### config.mk
export PLATFORM = sky130hd
export DESIGN_NAME = swpm_regs
export DESIGN_NICKNAME = d
export VERILOG_FILES = /design/src/swpm_pkg.sv /design/src/swpm_regs.sv
export SDC_FILE = /design/constraint.sdc
export NUM_CORES = 1
export LEC_CHECK = 0
export ABC_AREA = 1
export BUFFER_PORTS_ARGS = -buffer_cell sky130_fd_sc_hd__buf_2
export CELL_PAD_IN_SITES_DETAIL_PLACEMENT = 1
export CELL_PAD_IN_SITES_GLOBAL_PLACEMENT = 2
export CORE_ASPECT_RATIO = 0.5
export CORE_MARGIN = 5
export CORE_UTILIZATION = 23
export CTS_CLUSTER_DIAMETER = 100
export DETAILED_ROUTE_END_ITERATION = 10
export GPL_TIMING_DRIVEN = 0
export PLACE_DENSITY_LB_ADDON = 0.1
export SYNTH_ARGS = -nofsm -noshare
export SYNTH_HDL_FRONTEND = slang
export SYNTH_SLANG_ARGS = --single-unit
### constraint.sdc
create_clock -name clk_i -period 0.85 [get_ports clk_i]
set_clock_uncertainty 0.05 [all_clocks]
set_input_delay 0.085 -clock clk_i [delete_from_list [all_inputs] [get_ports clk_i]]
set_output_delay 0.085 -clock clk_i [all_outputs]
set_load 0.05 [all_outputs]
### src/swpm_pkg.sv
// Package: widths, register indexes and helper types for the pattern matcher.
package swpm_pkg;
  localparam int unsigned PatternLenDefault = 16;
  localparam int unsigned ValueW = 32;
  localparam int unsigned TotalW = 40;
  localparam int unsigned PosW = 32;
  localparam int unsigned CmdLoad = 0;
  localparam int unsigned CmdPush = 1;

  localparam logic [1:0] RegErrorLimit    = 2'd0;
  localparam logic [1:0] RegEndErrorLimit = 2'd1;
  localparam logic [1:0] RegFirstPosition = 2'd2;
  localparam logic [1:0] RegEndPosition   = 2'd3;

  typedef struct packed {
    logic [TotalW-1:0] error_limit;
    logic [31:0]       end_error_limit;
    logic [PosW-1:0]   first_position;
    logic [PosW-1:0]   end_position;
  } cfg_t;

  typedef struct packed {
    logic [PosW-1:0]          position;
    logic [TotalW-1:0]        total_error;
    logic [31:0]              end_error;
    logic signed [ValueW-1:0] scale;
    logic signed [ValueW-1:0] offset;
    logic                     matched;
    logic                     flat_pattern;
  } result_t;

  typedef struct packed {
    logic                     start;
    logic signed [ValueW+16:0] num;
    logic signed [ValueW:0]   den;
  } div_req_t;
endpackage

### src/swpm_regs.sv
// APB register bank holding limits and position window.
module swpm_regs (
  input  logic                clk_i,
  input  logic                rst_ni,
  input  logic                psel,
  input  logic                penable,
  input  logic                pwrite,
  input  logic [4:0]          paddr,
  input  logic [63:0]         pwdata,
  output logic [63:0]         prdata,
  output logic                pready,
  output swpm_pkg::cfg_t      cfg_o
);
  import swpm_pkg::*;
  logic wr;
  assign pready = 1'b1;
  assign wr = psel && penable && pwrite;

  always_ff @(posedge clk_i or negedge rst_ni) begin
    if (!rst_ni) begin
      cfg_o <= '{error_limit: '0, end_error_limit: '0, first_position: '0,
                 end_position: '1};
    end else if (wr) begin
      case (paddr[4:3])
        RegErrorLimit:    cfg_o.error_limit <= pwdata[TotalW-1:0];
        RegEndErrorLimit: cfg_o.end_error_limit <= pwdata[31:0];
        RegFirstPosition: cfg_o.first_position <= pwdata[PosW-1:0];
        RegEndPosition:   cfg_o.end_position <= pwdata[PosW-1:0];
        default: ;
      endcase
    end
  end

  always_comb begin
    case (paddr[4:3])
      RegErrorLimit:    prdata = 64'(cfg_o.error_limit);
      RegEndErrorLimit: prdata = 64'(cfg_o.end_error_limit);
      RegFirstPosition: prdata = 64'(cfg_o.first_position);
      RegEndPosition:   prdata = 64'(cfg_o.end_position);
      default:          prdata = '0;
    endcase
  end
endmodule

==> results of run 1 <==
==> cell usage in the layout, fill, tap and decap left out, drive strengths merged <==
cell type | netlist | final
clkbuf | 17 | 49
nor2 | 14 | 14
conb | 2 | 25
nand2 | 449 | 449
dlygate4sd3 | 0 | 40
nand3 | 97 | 97
dfstp | 32 | 32
nand4 | 32 | 32
dfrtp | 104 | 104
clkinv | 0 | 3
buf | 57 | 315
inv | 14 | 14
==> worst paths after layout <==
check | depth (start not counted) | from | slack [ns] | to
worst max-delay path | 3 | cfg_o[22] | -0.71 | prdata[22]
worst min-delay path | 1 | rst_ni | -0.39 | cfg_o[128]
worst max register to register | 4 | cfg_o[22] | -0.13 | cfg_o[22]
worst min register to register | 2 | cfg_o[7] | 0.42 | cfg_o[7]
max in group asynchronous | 2 | rst_ni | 0.27 | cfg_o[17]
min in group clk_i | 5 | paddr[3] | 0.09 | cfg_o[31]
==> power groups by stage <==
stage	clock [mW]	combinational (mW)	sequential (mW)
finish	6.90	14.6	9.78
global route	7.40	15.3	9.96
CTS	7.08	13.7	9.86
detailed placement	0	11.0	9.57
global placement	0	10.8	9.54
floorplan	0	3.25	14.1
==> area by class of cell <==
class	count	share of cell area [%]
flip-flops and latches	136	31.7
multi-input cells	617	24.9
inverters	14	0.555
well taps	352	3.90
clock inverters	3	0.133
repair buffers	302	29.1
plain buffers	74	5.29
clock buffers	28	4.49
==> critical path: cells and delay by family, from the launching register on <==
kind / cells / cell delay [ns]
buffers and inverters: 1 / 0.19
DFF: 1 / 0.55
and+or+nand+nor: 2 / 0.25
==> routing by layer <==
layer / up-vias / global-route usage (%)
li1: 3217 / -
met1: 3466 / 27.6
met2: 151 / 35.4
met3: 20 / 3.82
met4: 0 / 5.77
met5: - / 0
==> cells by family (layout without fill, tap and decap cells) <==
| group | count (synthesis) | after routing |
|---|---|---|
| buf+inv | 88 | 421 |
| flops | 136 | 136 |
| other cells | 2 | 25 |
| simple gates | 592 | 592 |
==> timing repair <==
item                                    CTS  global route
pin swaps                                34            11
endpoints found under the setup margin  276           306
setup buffers                             6            34
gates cloned                              0             1
resized for setup                       475           101
endpoints found under the hold margin   190            54
==> metrics.yaml, run 1 <==
status: "finished, violations left"
violations: "negative hold slack, negative setup slack"
clock_sinks: 136
hpwl_microns: 22100
postLayoutCoreUtil_pct: 42.2
cts_made_buffers: 17
dp_slack_ns: -1.28
pwr-share-seq_pct: 31.2
antenna_found_initial: 0
vias_per_cell: 4.49
num_antenna_cells: 0
start_util_pct: 23.7
synthAdderAreaFrac_pct: 0
place_area_sq_um: 8270
p_comb_share_pct: 46.7
largest_reg_flops: 136
critical_path.cell_chain: "nand3_2 -> nand4_1 -> buf_6"
cp_slowest_cell: "dfstp_2"
met2_length_microns: 16500
root_buffer: "clkbuf_16"
hold_ws_ns: -0.386
synth.distinct_cells: 14
synth_compound_area_share_pct: 0
finalSetupViolations: 187
total_power_mw: 31.3
end_kind: "output port"
start_kind: "register"
synth_area_per_cell_sq_um: 7.74
crit_type: "reg2out"
crit_required_ns: 0.71
cp_slowest_stage_delay_ns: 0.55
port_buffers: 222
highest_layer: "met4"
io_pins: 275
largest-register: "cfg_o"
syn_to_final_growth_pct: 78.2
clockBufferDepth: 2
clock_latency_ns: 0.43
irDropWorstVdd_v: 0.00166
rsz0062_at_grt: "true"
netlist_area_sq_um: 6330
grt_max_degree: 70
avgRoutedWirePerCell_microns: 21.6
grt_pass1_vias: 7352
cts_hold_buf: 40
htreeDepth: 4
grt.overflow.total: 0
fin_cells: 1526
nets: 1236
fin_setup_tns_ns: -72.50
multiInputGateArea_sq_um: 2810
dr_wl_met3_microns: 1670
cap_viol_max_count: 0
nFillCells: 3096
synth_top_family_by_area: "simple AND/OR/NAND/NOR gates"
design_area_sq_um: 11300
synthMuxAreaShare_pct: 0
synth-xor-area-share_pct: 0
dieArea_sq_um: 31100
switchingPower_mw: 13.7
ys.flop_type: "dfrtp_1"
crit_arrival_ns: 1.43
clkPwrFrac_pct: 22.0
drtIter0Drc: 353
routed_wirelength_microns: 33000
critPathMaxFanout: 2
dp.cells: 1416
hp-class: "in2async"
top_regs: "cfg_o: 136 flops"
fin_crit_ns: 1.56
slew_viol_final: 0
hold_viol_final: 55
die_x_microns: 245
synth_seq_cells: 136
synth-simple-area-share_pct: 38.3
clk_pin_slew_ns: 0.06
fmax_mhz: 640
async_flop_share_pct: 100
leakagePower_nw: 5.50
grt_pass1_wl_microns: 48400
powerDensity_nw_per_um2: 2780
synth_edf_count: 0
syn_inst: 818
ys_top_cells_by_count: "nand2_1 (448), dfrtp_1 (104), nand3_1 (97)"
std_cell_rows: 42
grt_usage_pct: 20.9
synth_most_common_cell: "nand2_1"
drc_errors: 0
vias: 6854
netSwitchingFraction_pct: 43.8
slew_headroom_pct: 53.6
die_y_microns: 127
cts_tree: "built"
drtPass1Iterations: 4
p_int_mw: 17.6
fin_crit_sh_pct: 184
m1WireLength_microns: 14400
synth_top_area_share_pct: 41.1
coreArea_sq_um: 26700
yosys-top-cells-area: "dfrtp_1 (41%), nand2_1 (27%), dfstp_2 (13%)"
place_congestion: 0.777
finalWorstSetupSlack_ns: -0.713
drive_gt1_share_pct: 47.7
ys_seq_area_share_pct: 54.4
tightest_slew_ns: 0.696
yosysWarnings: 0
ant_nets: 0
regArea_sq_um: 3570
synth_largest_area_cell: "dfrtp_1"
(Power assumes the default switching activity.)
==> run 2: changes to the inputs <==
Settings changed: CORE_UTILIZATION 23 to 25.
Clock period 0.85 ns to 1.6 ns, I/O delays scaled along.
==> metrics.yaml, run 2 (synthesized netlist as in run 1, its figures left out) <==
postLayoutCoreUtil_pct: 37.4
p_int_mw: 7.99
total_power_mw: 14.8
switchingPower_mw: 6.85
status: "finished clean"
grt.overflow.total: 0
dp.cells: 1408
fin_crit_sh_pct: 99.7
pwr-share-seq_pct: 33.0
final_cell_mix: "nand2_1 (448), buf_2 (209), dfrtp_1 (104)"
fmax_mhz: 627
tightest_slew_ns: 0.826
drive_gt1_share_pct: 32.5
irDropWorstVdd_v: 0.000621
start_util_pct: 25.2
largest_reg_flops: 136
clockBufferDepth: 2
drtPass1Iterations: 5
top_regs: "cfg_o: 136 flops"
finalSetupViolations: 0
antenna_found_initial: 0
syn_to_final_growth_pct: 48.1
port_buffers: 222
nets: 1207
dp_slack_ns: -0.803
grt_pass1_vias: 6995
crit_required_ns: 1.39
slew_viol_final: 0
grt_pass1_wl_microns: 45900
htreeDepth: 4
place_congestion: 0.775
clock_latency_ns: 0.43
hp-class: "in2reg"
critPathMaxFanout: 2
powerDensity_nw_per_um2: 1580
end_kind: "output port"
netSwitchingFraction_pct: 46.1
cts_made_buffers: 17
drc_errors: 0
io_pins: 275
clkPwrFrac_pct: 25.6
leakagePower_nw: 5.12
dieArea_sq_um: 28800
hpwl_microns: 21500
vias_per_cell: 4.57
start_kind: "register"
fin_cells: 1490
clock_sinks: 136
avgRoutedWirePerCell_microns: 21.1
std_cell_rows: 41
rsz0062_at_grt: "true"
p_comb_share_pct: 41.4
hold_viol_final: 0
ant_nets: 0
crit_arrival_ns: 1.38
routed_wirelength_microns: 31400
fin_crit_ns: 1.59
drtIter0Drc: 445
hold_ws_ns: 0.159
grt_max_degree: 79
slew_headroom_pct: 45.0
vias: 6804
num_antenna_cells: 0
clk_pin_slew_ns: 0.06
die_x_microns: 235
cap_viol_max_count: 0
crit_type: "reg2out"
grt_usage_pct: 21.6
coreArea_sq_um: 25100
die_y_microns: 123
root_buffer: "clkbuf_16"
largest-register: "cfg_o"
cts_tree: "built"
final_common_cell: "nand2_1"
finalWorstSetupSlack_ns: 0.00516
-- run 2: changes by cell type in the layout (fill, tap and decap cells not counted), sizes merged --
| cell | previous run | this run |
|---|---|---|
| buf | 315 | 289 |
| clkbuf | 49 | 48 |
| dlygate4sd3 | 40 | 41 |
| clkinv | 3 | 1 |
-- run 2: worst paths after layout --
| path | depth (start not counted) | startpoint | slack [ns] | to |
|---|---|---|---|---|
| min in group asynchronous | 2 | rst_ni | 0.30 | cfg_o[50] |
| setup reg to reg | 3 | cfg_o[1] | 0.70 | cfg_o[1] |
| hold / removal | 5 | paddr[4] | 0.16 | cfg_o[0] |
| hold reg to reg | 2 | cfg_o[4] | 0.42 | cfg_o[4] |
| max in group asynchronous | 3 | rst_ni | 0.34 | cfg_o[22] |
| setup / recovery | 3 | cfg_o[17] | 0.005 | prdata[17] |
-- run 2: layout make-up --
| type | instances | area (sq um) |
|---|---|---|
| Tap cell | 344 | 430 |
| Multi-Input combinational cell | 617 | 2590 |
| Sequential cell | 136 | 3440 |
| Buffer | 74 | 490 |
| Fill cell | 3115 | 15700 |
| Clock inverter | 1 | 5.00 |
| Clock buffer | 31 | 548 |
| Inverter | 14 | 52.6 |
| Timing Repair Buffer | 273 | 1820 |
-- run 2: per-layer routing --
layer  wire (microns)  GRT usage [%]
met5                0              0
met4              481           5.87
met3             1250           4.20
met2            14600           34.7
met1            15100           30.1
-- run 2: through the flow --
step	area, sq um	setup TNS [ns]
floorplan	6420	0
global placement	7960	-257.02
detailed placement	7990	-22.20
CTS	9220	-0.0264
global route	9380	-0.263
finish	9380	0
-- run 2: what timing repair did --
item | 4_1_cts | 5_1_grt
endpoints found under the hold margin | 193 | 0
gates resized for setup | 107 | 26
cloned | 0 | 0
setup buffers | 2 | 7
pin swaps | 11 | 17
setup endpoints to repair | 32 | 29
hold buffers | 41 | 0
-- run 2: worst max-delay path: stages (launching register included) --
cell and delay, ns:
dfstp_2 0.54, nand3_2 0.07, nand4_1 0.16, buf_6 0.19
-- run 2: power groups by stage --
stage | logic (mW) | clock network [mW] | registers, mW
2_1_floorplan | 1.69 | 0 | 7.34
3_3_place_gp | 5.70 | 0 | 4.93
3_5_place_dp | 5.75 | 0 | 4.95
4_1_cts | 6.08 | 3.87 | 4.90
5_1_grt | 6.46 | 4.01 | 5.00
6_report | 6.14 | 3.80 | 4.90
